File: src/assert_macros.svh
// assertion helper macros for the button gesture recognizer
// expects i_clk and i_rst_n in the scope of use
`ifndef ASSERT_MACROS_SVH
`define ASSERT_MACROS_SVH

// checked only out of reset
`define BGR_ASSERT(lbl, prop, msg) \
    lbl: assert property (@(posedge i_clk) disable iff (!i_rst_n) (prop)) else $error(msg);

// checked at every edge, reset included
`define BGR_ASSERT_ALWAYS(lbl, prop, msg) \
    lbl: assert property (@(posedge i_clk) (prop)) else $error(msg);

`endif

File: src/bgr_pkg.sv
// shared types and codes for the button gesture recognizer
// no dependencies
`default_nettype none

package bgr_pkg;

    localparam int unsigned NumBtn = 3;

    localparam logic [15:0] LONG_HOLD_RST = 16'd1000;

    localparam logic [2:0] FUNC_PRESS    = 3'd0;
    localparam logic [2:0] FUNC_LONG     = 3'd1;
    localparam logic [2:0] FUNC_RELEASE  = 3'd2;
    localparam logic [2:0] FUNC_CLICK    = 3'd3;
    localparam logic [2:0] FUNC_SUPPRESS = 3'd4;
    localparam logic [2:0] FUNC_CLEAR    = 3'd5;

    localparam logic [1:0] BTN_UP      = 2'd0;
    localparam logic [1:0] BTN_DOWN    = 2'd1;
    localparam logic [1:0] BTN_CONFIRM = 2'd2;
    localparam logic [1:0] BTN_NONE    = 2'd3;

    localparam logic [2:0] GEST_NONE     = 3'd0;
    localparam logic [2:0] GEST_UP_CLICK = 3'd1;
    localparam logic [2:0] GEST_UP_LONG  = 3'd4;
    localparam logic [2:0] GEST_COMBO    = 3'd7;

    typedef enum logic [2:0] {
        OP_PRESS,
        OP_LONG,
        OP_RELEASE,
        OP_CLICK,
        OP_SUPPRESS,
        OP_CLEAR,
        OP_NOP
    } t_op;

    typedef struct packed {
        t_op         op;
        logic [1:0]  button;
        logic [31:0] now_ms;
    } t_evt;

    // front to back
    typedef struct packed {
        logic empty;
        t_evt evt;
    } t_front_out;

    typedef struct packed {
        logic [2:0] gesture;
        logic [2:0] held_mask;
        logic [2:0] suppress_mask;
    } t_res;

endpackage

`default_nettype wire

File: src/button_gesture_recognizer_unit.sv
// Button gesture recognizer: takes press, long-start, release, click, suppress and
// clear beats for three buttons and returns one result beat per event with the
// gesture code and the held and suppress masks after that event. Both sides are
// queues; an event can enter every clock cycle while the front queue is not full
// and its result is ready to pop after the front queue, the state update and the
// result queue. Sustained rate is one event per cycle while results are popped,
// set by the back part's state update. The long-hold threshold is written by the
// user via i_cfg_we and i_cfg_wdata only while no event is in flight; the block does not enforce it.
// depends on bgr_pkg, bgr_front and bgr_back
`default_nettype none

module button_gesture_recognizer_unit (
    input  wire logic        i_clk,
    input  wire logic        i_rst_n,
    input  wire logic        i_cfg_we,
    input  wire logic [15:0] i_cfg_wdata,
    input  wire logic        push,
    output logic             full,
    input  wire logic [2:0]  i_func,
    input  wire logic [1:0]  i_button,
    input  wire logic [31:0] i_now_ms,
    output logic             empty,
    input  wire logic        pop,
    output logic [2:0]       o_gesture,
    output logic [2:0]       o_held_mask,
    output logic [2:0]       o_suppress_mask
);

    bgr_pkg::t_front_out w_front;
    logic                w_take;

    bgr_front u_front (
        .i_clk    (i_clk),
        .i_rst_n  (i_rst_n),
        .push     (push),
        .full     (full),
        .i_func   (i_func),
        .i_button (i_button),
        .i_now_ms (i_now_ms),
        .o_front  (w_front),
        .i_take   (w_take)
    );

    bgr_back u_back (
        .i_clk           (i_clk),
        .i_rst_n         (i_rst_n),
        .i_cfg_we        (i_cfg_we),
        .i_cfg_wdata     (i_cfg_wdata),
        .i_front         (w_front),
        .o_take          (w_take),
        .empty           (empty),
        .pop             (pop),
        .o_gesture       (o_gesture),
        .o_held_mask     (o_held_mask),
        .o_suppress_mask (o_suppress_mask)
    );

endmodule

`default_nettype wire

File: src/bgr_front.sv
// front part: accepts and classifies button event beats into a two-entry queue
// depends on bgr_pkg and assert_macros.svh
`default_nettype none
`include "assert_macros.svh"

module bgr_front (
    input  wire logic              i_clk,
    input  wire logic              i_rst_n,
    input  wire logic              push,
    output logic                   full,
    input  wire logic [2:0]        i_func,
    input  wire logic [1:0]        i_button,
    input  wire logic [31:0]       i_now_ms,
    output bgr_pkg::t_front_out    o_front,
    input  wire logic              i_take
);

    bgr_pkg::t_evt r_mem [2];
    logic          r_wr_ptr;
    logic          r_rd_ptr;
    logic [1:0]    r_cnt;
    logic          w_acc;
    logic          w_take;
    bgr_pkg::t_op  w_op;

    always_comb begin
        if (i_func == bgr_pkg::FUNC_CLEAR) begin
            w_op = bgr_pkg::OP_CLEAR;
        end else if (i_button == bgr_pkg::BTN_NONE) begin
            w_op = bgr_pkg::OP_NOP;
        end else begin
            unique case (i_func)
                bgr_pkg::FUNC_PRESS:    w_op = bgr_pkg::OP_PRESS;
                bgr_pkg::FUNC_LONG:     w_op = bgr_pkg::OP_LONG;
                bgr_pkg::FUNC_RELEASE:  w_op = bgr_pkg::OP_RELEASE;
                bgr_pkg::FUNC_CLICK:    w_op = bgr_pkg::OP_CLICK;
                bgr_pkg::FUNC_SUPPRESS: w_op = bgr_pkg::OP_SUPPRESS;
                default:                w_op = bgr_pkg::OP_NOP;
            endcase
        end
    end

    assign full          = (r_cnt == 2'd2);
    assign w_acc         = push && !full;
    assign o_front.empty = (r_cnt == 2'd0);
    assign o_front.evt   = r_mem[r_rd_ptr];
    assign w_take        = i_take && !o_front.empty;

    always_ff @(posedge i_clk) begin
        if (w_acc) begin
            r_mem[r_wr_ptr] <= '{op: w_op, button: i_button, now_ms: i_now_ms};
        end
    end

    always_ff @(posedge i_clk) begin
        if (!i_rst_n) begin
            r_wr_ptr <= 1'b0;
            r_rd_ptr <= 1'b0;
            r_cnt    <= 2'd0;
        end else begin
            if (w_acc) begin
                r_wr_ptr <= ~r_wr_ptr;
            end
            if (w_take) begin
                r_rd_ptr <= ~r_rd_ptr;
            end
            r_cnt <= r_cnt + {1'b0, w_acc} - {1'b0, w_take};
        end
    end

    `BGR_ASSERT(a_front_cnt_bound, r_cnt != 2'd3, "front queue count overflow")
    `BGR_ASSERT_ALWAYS(a_front_rst_empty, !i_rst_n |=> r_cnt == 2'd0, "front queue not empty after reset")

endmodule

`default_nettype wire

File: src/bgr_back.sv
// back part: per-button state, gesture decision and a two-entry result queue
// depends on bgr_pkg and assert_macros.svh
`default_nettype none
`include "assert_macros.svh"

module bgr_back (
    input  wire logic                   i_clk,
    input  wire logic                   i_rst_n,
    input  wire logic                   i_cfg_we,
    input  wire logic [15:0]            i_cfg_wdata,
    input  bgr_pkg::t_front_out         i_front,
    output logic                        o_take,
    output logic                        empty,
    input  wire logic                   pop,
    output logic [2:0]                  o_gesture,
    output logic [2:0]                  o_held_mask,
    output logic [2:0]                  o_suppress_mask
);

    localparam int unsigned NB = bgr_pkg::NumBtn;

    logic [15:0]     r_long_hold;
    logic [NB-1:0]   r_held,     n_held;
    logic [31:0]     r_start [NB];
    logic [NB-1:0]   r_valid,    n_valid;
    logic [NB-1:0]   r_long_rep, n_long_rep;
    logic [NB-1:0]   r_supp,     n_supp;
    logic            r_combo,    n_combo;
    logic [2:0]      n_gest;

    bgr_pkg::t_res   r_res [2];
    logic            r_wp;
    logic            r_rp;
    logic [1:0]      r_ocnt;
    logic            w_pop;

    logic [1:0]      w_b;
    logic [1:0]      w_oth;
    logic            w_pair;
    logic [31:0]     w_dur;
    logic            w_is_long;
    logic            w_do_long;
    logic            w_combo_hit;
    logic            w_rel_up;

    assign w_b       = i_front.evt.button;
    assign w_oth     = {1'b0, ~w_b[0]};
    assign w_pair    = ~w_b[1];
    assign w_dur     = i_front.evt.now_ms - r_start[w_b];
    assign w_is_long = r_valid[w_b] && (w_dur >= {16'd0, r_long_hold});

    assign o_take = !i_front.empty && (r_ocnt != 2'd2);
    assign w_pop  = pop && !empty;

    always_comb begin
        n_held     = r_held;
        n_valid    = r_valid;
        n_long_rep = r_long_rep;
        n_supp     = r_supp;
        n_combo    = r_combo;
        n_gest     = bgr_pkg::GEST_NONE;
        w_do_long  = 1'b0;
        unique case (i_front.evt.op)
            bgr_pkg::OP_PRESS: begin
                if (w_pair && !r_held[w_oth]) begin
                    n_combo = 1'b0;
                end
                n_held[w_b]     = 1'b1;
                n_valid[w_b]    = 1'b1;
                n_long_rep[w_b] = 1'b0;
                n_supp[w_b]     = 1'b0;
            end
            bgr_pkg::OP_LONG: begin
                if (!r_long_rep[w_b]) begin
                    n_long_rep[w_b] = 1'b1;
                    n_supp[w_b]     = 1'b1;
                    w_do_long       = 1'b1;
                end
            end
            bgr_pkg::OP_RELEASE: begin
                n_valid[w_b] = 1'b0;
                if (w_is_long && !r_long_rep[w_b]) begin
                    n_long_rep[w_b] = 1'b1;
                    n_supp[w_b]     = 1'b1;
                    w_do_long       = 1'b1;
                end
                n_held[w_b] = 1'b0;
            end
            bgr_pkg::OP_CLICK: begin
                if (r_supp[w_b]) begin
                    n_supp[w_b] = 1'b0;
                end else begin
                    n_gest = bgr_pkg::GEST_UP_CLICK + {1'b0, w_b};
                end
            end
            bgr_pkg::OP_SUPPRESS: begin
                n_supp[w_b] = 1'b1;
            end
            bgr_pkg::OP_CLEAR: begin
                n_held     = '0;
                n_valid    = '0;
                n_long_rep = '0;
                n_supp     = '0;
                n_combo    = 1'b0;
            end
            default: begin
            end
        endcase
        if (w_do_long) begin
            // long hold on one nav key while the other is held
            if (w_pair && r_held[w_oth]) begin
                if (!r_combo) begin
                    n_combo         = 1'b1;
                    n_long_rep[1:0] = 2'b11;
                    n_supp[1:0]     = 2'b11;
                    n_gest          = bgr_pkg::GEST_COMBO;
                end
            end else begin
                n_gest = bgr_pkg::GEST_UP_LONG + {1'b0, w_b};
            end
        end
    end

    always_ff @(posedge i_clk) begin
        if (o_take && (i_front.evt.op == bgr_pkg::OP_PRESS)) begin
            r_start[w_b] <= i_front.evt.now_ms;
        end
        if (o_take) begin
            r_res[r_wp] <= '{gesture: n_gest, held_mask: n_held, suppress_mask: n_supp};
        end
    end

    always_ff @(posedge i_clk) begin
        if (!i_rst_n) begin
            r_long_hold <= bgr_pkg::LONG_HOLD_RST;
            r_held      <= '0;
            r_valid     <= '0;
            r_long_rep  <= '0;
            r_supp      <= '0;
            r_combo     <= 1'b0;
            r_wp        <= 1'b0;
            r_rp        <= 1'b0;
            r_ocnt      <= 2'd0;
        end else begin
            if (i_cfg_we) begin
                r_long_hold <= i_cfg_wdata;
            end
            if (o_take) begin
                r_held     <= n_held;
                r_valid    <= n_valid;
                r_long_rep <= n_long_rep;
                r_supp     <= n_supp;
                r_combo    <= n_combo;
                r_wp       <= ~r_wp;
            end
            if (w_pop) begin
                r_rp <= ~r_rp;
            end
            r_ocnt <= r_ocnt + {1'b0, o_take} - {1'b0, w_pop};
        end
    end

    assign empty           = (r_ocnt == 2'd0);
    assign o_gesture       = r_res[r_rp].gesture;
    assign o_held_mask     = r_res[r_rp].held_mask;
    assign o_suppress_mask = r_res[r_rp].suppress_mask;

    assign w_combo_hit = o_take && (n_gest == bgr_pkg::GEST_COMBO);
    assign w_rel_up    = o_take && (i_front.evt.op == bgr_pkg::OP_RELEASE)
                         && (w_b == bgr_pkg::BTN_UP);

    `BGR_ASSERT(a_back_combo_supp, w_combo_hit |=> &r_supp[1:0] && r_combo, "combo flags unset")
    `BGR_ASSERT(a_back_release_valid, w_rel_up |=> !r_valid[bgr_pkg::BTN_UP], "start still valid")

endmodule

`default_nettype wire
File: config.mk
export PLATFORM = sky130hd
export DESIGN_NAME = button_gesture_recognizer_unit
export DESIGN_NICKNAME = d
export VERILOG_FILES = /design/src/bgr_pkg.sv /design/src/button_gesture_recognizer_unit.sv /design/src/bgr_front.sv /design/src/bgr_back.sv
export VERILOG_INCLUDE_DIRS = /design/src /design/src/src
export SDC_FILE = /design/constraint.sdc
export NUM_CORES = 1
export LEC_CHECK = 0
export BUFFER_PORTS_ARGS = -buffer_cell sky130_fd_sc_hd__clkbuf_2
export CAP_MARGIN = 20
export CORE_ASPECT_RATIO = 1.4
export CORE_UTILIZATION = 65
export DETAILED_ROUTE_END_ITERATION = 7
export GPL_TIMING_DRIVEN = 0
export PLACE_DENSITY = 0.84
export SLEW_MARGIN = 20
export SYNTH_ARGS = -nofsm -noshare
export SYNTH_HDL_FRONTEND = slang
export SYNTH_SLANG_ARGS = --single-unit
File: constraint.sdc
create_clock -name i_clk -period 9.6 [get_ports i_clk]
set_input_delay 1.92 -clock i_clk [delete_from_list [all_inputs] [get_ports i_clk]]
set_output_delay 1.92 -clock i_clk [all_outputs]
set_load 0.05 [all_outputs]
# Word-level counts from Yosys, hierarchy flattened
# Memory sizes are Yosys's and may differ from the RTL's. A register that Yosys moved wholly into a read port is not among the register bits.
# Cells that the tools add are included.
# op_classes
n_mux	51
addsub	7
n_reduce_logical	23
order_cmp	4
bitwise_logic	15
n_eq_ne	15
# ops
operator	count
3-bit two-way mux	12
32-bit by 16-bit >= comparator with 1-bit output	1
32-bit subtractor	1
1-bit two-way mux	22
3-bit one-hot mux with 3 select lines	2
3-bit one-hot mux with 6 select lines	1
3-bit one-hot mux with 5 select lines	1
3-bit AND	4
3-bit by 2-bit == test with 1-bit output (second input constant)	4
3-bit == test (second input constant)	4
2-bit two-way mux	6
3-bit bitwise OR	4
3-bit one-hot mux with 4 select lines	1
1-bit logical AND	10
1-bit binary-select mux with 2-bit select	3
3-bit by 1-bit == test with 1-bit output (second input constant)	2
3-bit logical NOT	2
1-bit inverter	6
1-bit logical NOT	5
2-bit by 1-bit adder with 2-bit output	2
2-bit == test (second input constant)	2
2-bit logical NOT	2
2-bit inequality test (second input constant)	2
1-bit one-hot mux with 2 select lines	2
other kinds (13)	14
# totals
mem_bits_rw	188
memories	3
ff_bits	37
in_bits	58
# memory_table
memory	depth	word_bits	rd	rd_ports_with_merged_regs	write_ports	line_no	source
u_back.r_start	3	32	1	0	1	bgr_back.sv:24	logic [31:0] r_start [NB];
u_front.r_mem	2	37	1	1	1	bgr_front.sv:18	bgr_pkg::t_evt r_mem [2];
u_back.r_res	2	9	1	1	1	bgr_back.sv:31	bgr_pkg::t_res r_res [2];

# Depth between registers and ports, before layout
# Gate-level depths: netlist of run 1.
# logic_depth
word_depth	11
ltp_mapped	26
ltp_nobuf	23

# By module
# A second synthesis of run 1 with hierarchy kept.
# hier_totals
cells_unflattened	991
hier_area_um2	11817.6
# modules_own_cells
module	cells_each	n_inst	area_each_um2
bgr_back	844	1	8727.1
bgr_front	147	1	3090.5

# Least setup slack after synthesis of run 1
# OpenSTA, ideal clock, no wires.
# synth_path
kind	register -> register
from	reg with a tool-made name
to	mem u_back.r_res[0][8] (netlist name) (data pin)
path_stages_with_launch	26
setup_ps	272
required_time_ps	9328
path_buffers	3
path_slack_ps	3995
arrival_time_ps	5333
cell_sequence	dfxtp_1 > clkbuf_1 > mux2i_1 > clkbuf_1 > clkbuf_1 > mux2i_1 > o21ai_0 > ha_1 > inv_1 > fa_1 > a21o_1 > a221oi_4 > or3_1 > nand3_1 > xor2_1 > ha_1 > a21oi_1 > nand2_1 > a221oi_1 > nand3_1 > a31oi_1 > nor4bb_1 > o2111a_2 > nand4_2 > a21oi_1 > o21ai_0
# synth_rtl
item	line_no
to (decl)	bgr_back.sv:31

==> PnR_summary.wiki, run 1 <==
{| class="wikitable"
! Metric !! Value
|-
| Share of the synthesized netlist area taken by xor and xnor gates || 2.087%
|-
| Max frequency || 132.2 MHz
|-
| Combinational family with the most area after synthesis || compound AO/OA/AOI/OAI gates
|-
| Internal cell power || 0.002572 W
|-
| Standard-cell row count || 56
|-
| Simple-Gate Fraction of Synth Area || 10.45%
|-
| Clock slew at reported path FFs || 0.06 ns
|-
| Adder and majority gate portion of the synthesized area || 6.251%
|-
| Cell Area, Synth || 11330 sq um
|-
| Largest fanout on the critical path || 11
|-
| Clock latency of the later-clocked register in the worst-skew pair || 0.51 ns
|-
| Final max-slew violation count || 0
|-
| Number of clock sinks || 227
|-
| Mean instance size in the synthesized netlist || 11.73 sq um
|-
| Routed length per placed instance || 19.89 um
|-
| Die Ht || 158.2 um
|-
| Count of yosys warnings during synthesis || 0
|-
| Final Routed Wirelength || 26.10 mm
|-
| Placer's final routability congestion estimate || 0.9400
|-
| Clock root buffer || clkbuf_16
|-
| Maximum vdd drop || 0.0002041 V
|-
| Type of destination of the critical path || flip-flop
|-
| Data required time of the critical path || 9.82 ns
|-
| Worst slew pin tran || 1.062 ns
|-
| Length of the first detailed-routing pass in iterations || 5
|-
| Leakage || 4.830 nW
|-
| Starting DRT DRC Count || 541
|-
| Via count || 7949
|-
| Number of global-route vias before repair || 8234
|-
| Portion of the post-synthesis area used by sequential elements || 56.73%
|-
| Final hold vios || 0
|-
| Post-Syn Nets || 1080
|-
| H-tree lvl count || 1
|-
| Worst setup SP type || flip-flop
|-
| Maximum capacitance violations || 0
|-
| Final-report setup violation count || 0
|-
| Area of the placeable core || 16890 sq um
|-
| Post-synthesis sequential element count || 227
|-
| Detailed-placement wirelength estimate || 19.23 mm
|-
| Logic gate share of total power || 48.6%
|-
| Average vias per placed instance || 6.059
|-
| RSZ-0062 raised after global routing || no
|-
| Share of final-layout standard cells stronger than drive strength 1 || 15.56%
|-
| Post-cts hold buffer count || 0
|-
| Syn Inst Count || 966
|-
| # nets final || 1180
|-
| PnR Total Power || 0.004295 W
|-
| Fraction of the mapped netlist area in compound gates || 12.94%
|-
| Post-CTS Repair Setup Buffers || 0
|-
| Setup Skew || 0.01188 ns
|-
| Total power density per cell area || 334.0 nW/um^2
|-
| Total clock buffers created by CTS || 22
|-
| Global-route wire length before repair || 41.01 mm
|-
| Number of design rule violations left after detail routing || 0
|-
| Multiplexer share of the synthesized area || 9.090%
|-
| Area growth syn-to-layout || 13.50%
|-
| Ant diodes || 0
|-
| GR Overflow Total || 0
|-
| Longest Clk Path Bufs || 3
|-
| Clock group share of total power || 21.5%
|-
| Multi-input gate area in the final layout || 4642 sq um
|-
| Data arrival time of the critical path || 7.79 ns
|-
| Result of the run || completed
|-
| Worst slew margin relative to its limit || 29.22%
|-
| Final critical path time including I/O delays and setup || 7.567 ns
|-
| Die width || 113.6 um
|-
| Maximum number of pins on one net before global-route repair || 26
|-
| Number of nets with antenna violations after detailed routing || 0
|-
| Power share of the sequential group || 29.9%
|-
| HP Class || flip-flop to flip-flop
|-
| Number of enable flip-flop cells after synthesis || 188
|-
| Start-to-end type of the worst setup path || flip-flop to flip-flop
|-
| Async set or reset register ratio after synthesis || 0%
|-
| Net switching share of the total power || 40.10%
|-
| Main flop type after synthesis || edfxtp_1
|-
| DIE AREA || 17970 sq um
|-
| Total negative slack for setup checks || 0 ns
|-
| Fill cell count || 1113
|-
| Initial antenna violation count || 0
|-
| # IOs || 69
|-
| Distinct cell type count of the synthesized netlist || 63
|-
| Buffers added on ports || 67
|-
| Fraction of the cycle the final worst path needs || 78.82%
|-
| CTS tree || yes
|-
| Total net switching power || 0.001722 W
|-
| Number of cells upsized or downsized after cts || 0
|-
| Combined global-route utilization of all metal layers || 30.03%
|-
| Sequential cell area || 6426 sq um
|-
| Starting density of the core || 67.09%
|}
[worst max-delay path, cell delays in order, from the launching register on]
cell,delay [ns]
dfxtp_1,0.30
clkbuf_1,0.25
mux2i_1,0.37
clkbuf_1,0.83
clkbuf_1,0.77
mux2i_1,0.17
o21ai_0,0.19
ha_1,0.20
inv_1,0.05
fa_1,0.39
a21o_1,0.24
a221oi_4,0.36
or3_1,0.20
nand3_1,0.09
xor2_1,0.15
ha_1,0.31
a21oi_1,0.14
nand2_1,0.07
a221oi_1,0.39
nand3_1,0.15
a31oi_1,0.16
nor4bb_1,0.39
o2111a_2,0.33
nand4_2,0.25
a21oi_1,0.34
o21ai_0,0.17
[cells by family (layout without fill, tap and decap cells)]
group	count (synthesis)	in the layout
compound gates	236	236
xor+xnor	27	27
fa+ha+maj	56	56
buf+inv	74	188
flops	227	227
mux	97	97
simple gates	249	249
[per-layer routing]
layer | up-vias | track usage (%) | share of wire [%]
met5 | - | 0 | 0
li1 | 3801 | - | -
met2 | 256 | 56.36 | 52
met1 | 3809 | 33.61 | 39
met3 | 83 | 3.369 | 4.4
met4 | 0 | 14.66 | 4.8
[synth_stat cells (3+ instances only)]
library cell    n  area (sq um)
or4_1           3         22.52
xor2_1          6         52.55
nor2b_1        18         112.6
or3_1           9         56.30
edfxtp_1      188          5645
mux2i_1        52         520.5
o22ai_1         3         18.77
dfxtp_1        39         780.8
nor3_1         14         70.07
and3_1          4         25.02
a21oi_1       103         515.5
mux2_2         44         495.5
o21ai_0        44         220.2
a21boi_0        6         45.04
o2111ai_1       4         35.03
a32oi_1         3         26.28
o21a_1          4         30.03
and2_1         12         75.07
nand2_1        74         277.8
a31oi_1         7         43.79
nand3_1         9         45.04
o21bai_1        6         45.04
o21ai_1         5         25.02
xnor2_1        21         183.9
clkbuf_1       32         120.1
nand4_1        14         87.58
o211ai_1       13         97.59
buf_1           6         22.52
ha_1           55         688.2
a211oi_1        3         22.52
nand2b_1        8         50.05
a21o_1         11         82.58
nor2_1         75         281.5
inv_1          36         135.1
[area by class of cell]
type | count | area share [%]
plain buffers | 38 | 1.109
clock buffers | 25 | 4.535
clock inverters | 13 | 1.479
inverters | 36 | 1.051
multi-input cells | 665 | 36.10
flip-flops and latches | 227 | 49.98
well taps | 232 | 2.258
repair buffers | 76 | 3.484
[final timing paths]
path	start	endpoint	slack (ns)	cells after the start
max reg2reg	flip-flop	u_back.r_res[0][7]	2.03	25
min reg2reg	u_back.r_valid[2]	u_back.r_valid[2]	0.49	2
max	flip-flop	u_back.r_res[0][7]	2.03	25
min	u_back.r_valid[2]	u_back.r_valid[2]	0.49	2
[cell usage in the layout (no fill, tap or decap), types with 11 or more instances in the layout]
cell	count
o21ai_0	44
dfxtp_1	39
nor2b_1	18
ha_1	55
a21o_1	11
xnor2_1	21
clkbuf_1	34
mux2i_1	52
a21oi_1	103
nand4_1	14
mux2_2	44
clkbuf_2	67
clkbuf_16	23
o211ai_1	13
edfxtp_1	188
nor3_1	14
nand2_1	74
nor2_1	74
inv_1	36
[power groups by stage]
stage	clock (W)	combinational [W]	sequential [W]
6_report	0.000922	0.00209	0.00128
5_1_grt	0.000967	0.00230	0.00129
4_1_cts	0.000929	0.00208	0.00128
3_5_place_dp	0	0.00206	0.00130
3_3_place_gp	0	0.00200	0.00130
2_1_floorplan	0	0.00155	0.00129
[through the flow]
step	cells	instance area (sq um)	utilization [%]	setup slack [ns]	hold WS, ns
2_1_floorplan	966	11330	-	3.995	0.4432
3_3_place_gp	1265	11950	70.79	1.466	0.4609
3_5_place_dp	1274	12080	71.56	2.154	0.4680
4_1_cts	1312	12860	76.14	2.111	0.4758
5_1_grt	1312	12860	76.14	1.585	0.5163
6_report	1312	12860	76.14	2.033	0.4863
[flip-flops by register name, indices dropped and copies added, names as in the netlist, named ones only]
| signal | flops |
|---|---|
| u_front.r_rd_ptr | 1 |
| u_front.r_cnt | 2 |
| u_back.r_combo | 1 |
| u_back.r_supp | 3 |
| u_back.r_wp | 1 |
| u_back.r_held | 3 |
| u_back.r_res | 18 |
| u_front.r_wr_ptr | 1 |
| u_back.r_ocnt | 2 |
| u_back.r_valid | 3 |
| u_back.r_rp | 1 |
| u_back.r_long_hold | 16 |
| u_back.r_long_rep | 3 |
| u_front.r_mem | 74 |
| u_back.r_start | 96 |
No activity file was read; power rests on OpenSTA's default activity.
==> run 2: changes to the inputs <==
- ABC_AREA: unset -> 1
- CORE_UTILIZATION: 65 -> 62
- PLACE_DENSITY: 0.84 -> 0.81
- clock period: 9.6 -> 7.3 ns (I/O delays scaled with it)
==> PnR_summary.wiki, run 2 <==
{| class="wikitable"
! Metric !! Value
|-
| Result of the run || completed
|-
| Start-to-end type of the worst setup path || flip-flop to flip-flop
|-
| Area growth syn-to-layout || 13.16%
|-
| RSZ-0062 raised after global routing || no
|-
| Final Routed Wirelength || 27.76 mm
|-
| Combined global-route utilization of all metal layers || 29.22%
|-
| Instance area at placement || 12730 sq um
|-
| Global-route wire length before repair || 45.69 mm
|-
| Routed length per placed instance || 15.83 um
|-
| Final core utilization || 72.14%
|-
| Fraction of the cycle the final worst path needs || 75.17%
|-
| Final max-slew violation count || 0
|-
| Total power density per cell area || 490.3 nW/um^2
|-
| Crit path capture || u_back.r_res[0][1]
|-
| Detailed-placement wirelength estimate || 21.23 mm
|-
| Clock slew at reported path FFs || 0.06 ns
|-
| Net switching share of the total power || 46.58%
|-
| Commonest cells post-synth || nand2_1 (474), inv_1 (191), edfxtp_1 (188), nor2_1 (94), o21ai_0 (82)
|-
| Number of design rule violations left after detail routing || 0
|-
| Maximum number of pins on one net before global-route repair || 29
|-
| Post-Syn Nets || 1512
|-
| HP Class || flip-flop to flip-flop
|-
| Crit path buf inv count || 5
|-
| Final critical path time including I/O delays and setup || 5.487 ns
|-
| Final-report setup violation count || 0
|-
| H-tree lvl count || 1
|-
| # nets final || 1608
|-
| Number of enable flip-flop cells after synthesis || 188
|-
| Reg2Reg Setup Slack || 1.81 ns
|-
| Largest fanout on the critical path || 10
|-
| Biggest register || u_back.r_start
|-
| Top flop regs || u_back.r_start x96, u_front.r_mem x74, u_back.r_res x18
|-
| DIE AREA || 19850 sq um
|-
| Area of the placeable core || 18750 sq um
|-
| Standard-cell row count || 59
|-
| Logic depth of the worst path, buffers included || 33
|-
| Main flop type after synthesis || edfxtp_1
|-
| Initial antenna violation count || 0
|-
| Yosys top cell area share || 47.23%
|-
| GR Overflow Total || 0
|-
| Syn Inst Count || 1398
|-
| Clock group share of total power || 18.4%
|-
| Distinct cell type count of the synthesized netlist || 41
|-
| FF-to-FF path depth || 33
|-
| Max frequency || 182.2 MHz
|-
| Number of flip-flops in the largest register || 96
|-
| Crit-path most repeated cell || nand2_1
|-
| Via count || 9410
|-
| Internal cell power || 0.003542 W
|-
| Final hold vios || 0
|-
| Post-synthesis sequential element count || 227
|-
| Power share of the sequential group || 26.4%
|-
| Worst slew margin relative to its limit || 51.13%
|-
| Worst path slowest cell || clkbuf_1
|-
| Clock root buffer || clkbuf_16
|-
| Starting DRT DRC Count || 732
|-
| Data required time of the critical path || 7.58 ns
|-
| Cell Area, Synth || 11950 sq um
|-
| Maximum capacitance violations || 0
|-
| Area of all placed cells without fillers || 13530 sq um
|-
| Async set or reset register ratio after synthesis || 0%
|-
| Placer's final routability congestion estimate || 0.9224
|-
| Buffers added on ports || 67
|-
| Data arrival time of the critical path || 5.77 ns
|-
| Count of yosys warnings during synthesis || 0
|-
| CTS tree || yes
|-
| Setup Skew || 0.02901 ns
|-
| Worst slew pin tran || 0.7303 ns
|-
| Maximum vdd drop || 0.0002962 V
|-
| Worst setup SP type || flip-flop
|-
| Number of cells upsized or downsized after cts || 0
|-
| Clock latency of the later-clocked register in the worst-skew pair || 0.53 ns
|-
| Cell type with the largest total area after synthesis || edfxtp_1
|-
| Number of global-route vias before repair || 9450
|-
| Highest-count cells in the layout ignoring fill and taps || nand2_1 (474), inv_1 (191), edfxtp_1 (188)
|-
| Number of nets with antenna violations after detailed routing || 0
|-
| Die width || 119.4 um
|-
| CP top delay family || simple AND/OR/NAND/NOR gates
|-
| Die Ht || 166.3 um
|-
| Mean instance size in the synthesized netlist || 8.551 sq um
|-
| Portion of the post-synthesis area used by sequential elements || 53.76%
|-
| Crit-path max cell delay || 0.47 ns
|-
| # IOs || 69
|-
| Number of clock sinks || 227
|-
| Ant diodes || 0
|-
| Logic gate share of total power || 55.3%
|-
| Total net switching power || 0.003089 W
|-
| Type of destination of the critical path || flip-flop
|-
| Total clock buffers created by CTS || 22
|-
| Total negative slack for setup checks || 0 ns
|-
| Leakage || 6.186 nW
|-
| Longest Clk Path Bufs || 3
|-
| Share of final-layout standard cells stronger than drive strength 1 || 10.60%
|-
| Top area cells in the synthesized netlist || edfxtp_1 (47%), nand2_1 (15%), dfxtp_1 (6.5%), inv_1 (6.0%), ha_1 (5.8%)
|-
| Worst flop-to-flop path endpoint || u_back.r_res[0][1]
|-
| Most common cell after layout, fill and taps aside || nand2_1
|-
| Length of the first detailed-routing pass in iterations || 5
|-
| Post-CTS Repair Setup Buffers || 0
|-
| Post-cts hold buffer count || 0
|-
| Starting density of the core || 63.75%
|-
| Average vias per placed instance || 5.365
|-
| Count leader, synth || nand2_1
|}
run 2: worst min path at each step:
stage                                startpoint  slack, ns  cells after the start                     to
after floorplan                     u_back.r_rp       0.43                      1              flip-flop
after global placement         u_front.r_rd_ptr       0.43                      1       u_front.r_rd_ptr
after detailed placement       u_front.r_rd_ptr       0.45                      1              flip-flop
after CTS                           u_back.r_rp       0.46                      1            u_back.r_rp
after global routing      u_back.r_long_hold[4]       0.48                      2  u_back.r_long_hold[4]
final                               u_back.r_rp       0.46                      1            u_back.r_rp
run 2: power groups by stage:
stage                     sequential, W  combinational, W  clock, W
after detailed placement        0.00177           0.00363         0
after global routing            0.00176           0.00416   0.00128
after floorplan                 0.00175           0.00265         0
final                           0.00175           0.00367   0.00122
after CTS                       0.00175           0.00365   0.00123
after global placement          0.00177           0.00352         0
run 2: per-stage QoR:
stage	power (W)	worst slack (ns)	hold slack (ns)	cells
floorplan	0.004405	3.183	0.4258	1398
global placement	0.005291	2.023	0.4348	1709
detailed placement	0.005401	1.938	0.4499	1714
CTS	0.006630	1.797	0.4565	1754
global route	0.007198	1.331	0.4829	1754
finish	0.006632	1.813	0.4607	1754
run 2: area by class of cell:
cell class              count  area [sq um]
flip-flops and latches    227          6426
fillers                  1423          5224
multi-input cells         936          4676
inverters                 204         768.2
clock buffers              28         624.3
repair buffers             72         435.4
well taps                 244         305.3
clock inverters            12         170.2
plain buffers              31         121.4
run 2: worst register-to-register path: cells and delay by family (launching register included):
kind	cells	cell delay, ns
and+or+nand+nor	22	2.26
buffers and inverters	5	1.20
adders and majority gates	2	0.75
AOI/OAI and AO/OA	3	0.43
DFF	1	0.36
xor gates and xnor gates	1	0.24
run 2: routing by layer:
layer  GRT usage (%)  vias up  part of all wire, %  wire length [um]
li1                -     4742                    -                 -
met1           35.49     4279                   40             11220
met2           51.87      310                   50             13840
met3           3.194       79                  5.5              1525
met4           13.37        0                  4.2              1175
met5               0        -                    0                 0
run 2: kinds of logic (layout without fill, tap and decap cells):
group / after synthesis / count (layout) / synth area share, %
fa+ha+maj: 56 / 56 / 5.924
buf+inv: 235 / 347 / 7.442
compound gates: 175 / 175 / 7.714
simple gates: 680 / 680 / 23.14
mux: 9 / 9 / 0.8478
flops: 227 / 227 / 53.76
xor+xnor: 16 / 16 / 1.172
==> run 3: changes to the inputs <==
- clock period: 7.3 -> 5.15 ns (I/O delays scaled with it)
==> PnR_summary.wiki, run 3 (synthesized netlist as in run 2, its figures left out) <==
{| class="wikitable"
! Metric !! Value
|-
| # IOs || 69
|-
| Average vias per placed instance || 5.386
|-
| Worst slew margin relative to its limit || 51.77%
|-
| Logic depth of the worst path, buffers included || 32
|-
| CTS tree || yes
|-
| Max frequency || 206.6 MHz
|-
| Leakage || 6.231 nW
|-
| Area of the placeable core || 18750 sq um
|-
| Number of flip-flops in the largest register || 96
|-
| PnR Total Power || 0.009481 W
|-
| Ant diodes || 0
|-
| Most common cell after layout, fill and taps aside || nand2_1
|-
| Via count || 9463
|-
| Number of global-route vias before repair || 9433
|-
| Buffers added on ports || 67
|-
| Clock root buffer || clkbuf_16
|-
| Clock slew at reported path FFs || 0.06 ns
|-
| FF-to-FF path depth || 32
|-
| Crit-path most repeated cell || nand2_1
|-
| Maximum number of pins on one net before global-route repair || 29
|-
| Worst hold slack || 0.4598 ns
|-
| Crit-path max cell delay || 0.46 ns
|-
| Fraction of the cycle the final worst path needs || 93.98%
|-
| Die width || 119.4 um
|-
| Final hold vios || 0
|-
| Die Ht || 166.3 um
|-
| GR Overflow Total || 0
|-
| Result of the run || completed
|-
| Setup Skew || 0.02807 ns
|-
| Post-cts hold buffer count || 0
|-
| Share of final-layout standard cells stronger than drive strength 1 || 11.90%
|-
| Number of design rule violations left after detail routing || 0
|-
| Highest-count cells in the layout ignoring fill and taps || nand2_1 (473), inv_1 (191), edfxtp_1 (188)
|-
| Data required time of the critical path || 5.43 ns
|-
| Number of cells on the worst hold path || 1
|-
| Final-report setup violation count || 0
|-
| Placer's final routability congestion estimate || 0.9224
|-
| Clock latency of the later-clocked register in the worst-skew pair || 0.53 ns
|-
| Starting DRT DRC Count || 771
|-
| Final Routed Wirelength || 27.80 mm
|-
| Maximum capacitance violations || 0
|-
| Start-to-end type of the worst setup path || flip-flop to flip-flop
|-
| Number of nets with antenna violations after detailed routing || 0
|-
| Length of the first detailed-routing pass in iterations || 5
|-
| Number of clock sinks || 227
|-
| Combined global-route utilization of all metal layers || 29.13%
|-
| CP top delay family || simple AND/OR/NAND/NOR gates
|-
| Type of destination of the critical path || flip-flop
|-
| Data arrival time of the critical path || 5.12 ns
|-
| Longest Clk Path Bufs || 3
|-
| Total power density per cell area || 696.9 nW/um^2
|-
| Total clock buffers created by CTS || 22
|-
| Crit path buf inv count || 4
|-
| Final max-slew violation count || 0
|-
| Global-route wire length before repair || 45.60 mm
|-
| # nets final || 1611
|-
| Largest fanout on the critical path || 12
|-
| Worst setup SP type || flip-flop
|-
| Worst path slowest cell || fa_1
|-
| Top flop regs || u_back.r_start x96, u_front.r_mem x74, u_back.r_res x18
|-
| Final critical path time including I/O delays and setup || 4.840 ns
|-
| DIE AREA || 19850 sq um
|-
| Final core utilization || 72.55%
|-
| Biggest register || u_back.r_start
|-
| H-tree lvl count || 1
|-
| Starting density of the core || 63.75%
|-
| Area growth syn-to-layout || 13.81%
|-
| Standard-cell row count || 59
|-
| Maximum vdd drop || 0.0004195 V
|-
| Initial antenna violation count || 0
|-
| Worst slew pin tran || 0.7208 ns
|-
| HP Class || flip-flop to flip-flop
|-
| Routed length per placed instance || 15.82 um
|-
| Detailed-placement wirelength estimate || 21.23 mm
|}
[run 3: cell count changes in the layout (fill, tap and decap cells not counted), sizes merged]
cell / delta
buf: +6
clkbuf: -3
[run 3: metrics by stage]
step                      worst slack [ns]  instances  cell area, sq um  setup TNS [ns]
after global placement             -0.1271       1709             12590         -0.6218
after CTS                          0.06116       1752             13520               0
after floorplan                      1.033       1398             11950               0
after detailed placement           -0.2123       1714             12730          -1.998
after global routing              -0.03460       1757             13600        -0.06872
final                               0.3100       1757             13600               0
[run 3: path summary, 6_finish.rpt]
| check | from | end | slack (ns) |
|---|---|---|---|
| max | flip-flop | u_back.r_res[0][1] | 0.31 |
| min | u_front.r_rd_ptr | u_front.r_rd_ptr | 0.46 |
| max reg2reg | flip-flop | u_back.r_res[0][1] | 0.31 |
| min reg2reg | u_front.r_rd_ptr | u_front.r_rd_ptr | 0.46 |
[run 3: cell type report]
type,instances,area [sq um]
repair buffers,77,473.0
clock buffers,28,624.3
flip-flops and latches,227,6426
inverters,204,770.7
well taps,244,305.3
fillers,1411,5146
multi-input cells,936,4700
clock inverters,12,170.2
plain buffers,29,135.1
[run 3: timing repair]
action / in CTS / in global routing
cloned: 0 / 0
pin swaps: 0 / 2
setup buffers: 0 / 5
resized for setup: 3 / 29
endpoints found under the hold margin: 0 / 0
setup endpoints to repair: 19 / 19
[run 3: report_power, final]
group / total (W) / internal, W / switching (W)
combinational: 0.00528 / 0.00167 / 0.00361
clock: 0.00173 / 0.00102 / 0.000704
sequential: 0.00248 / 0.00238 / 0.0000965
total: 0.00948 / 0.00508 / 0.00441
[run 3: per-layer routing]
layer / vias up / part of all wire, % / global-route usage, %
met3: 79 / 5.6 / 3.228
li1: 4753 / - / -
met2: 343 / 50 / 51.77
met4: 0 / 4.3 / 13.21
met1: 4288 / 41 / 35.37
met5: - / 0 / 0
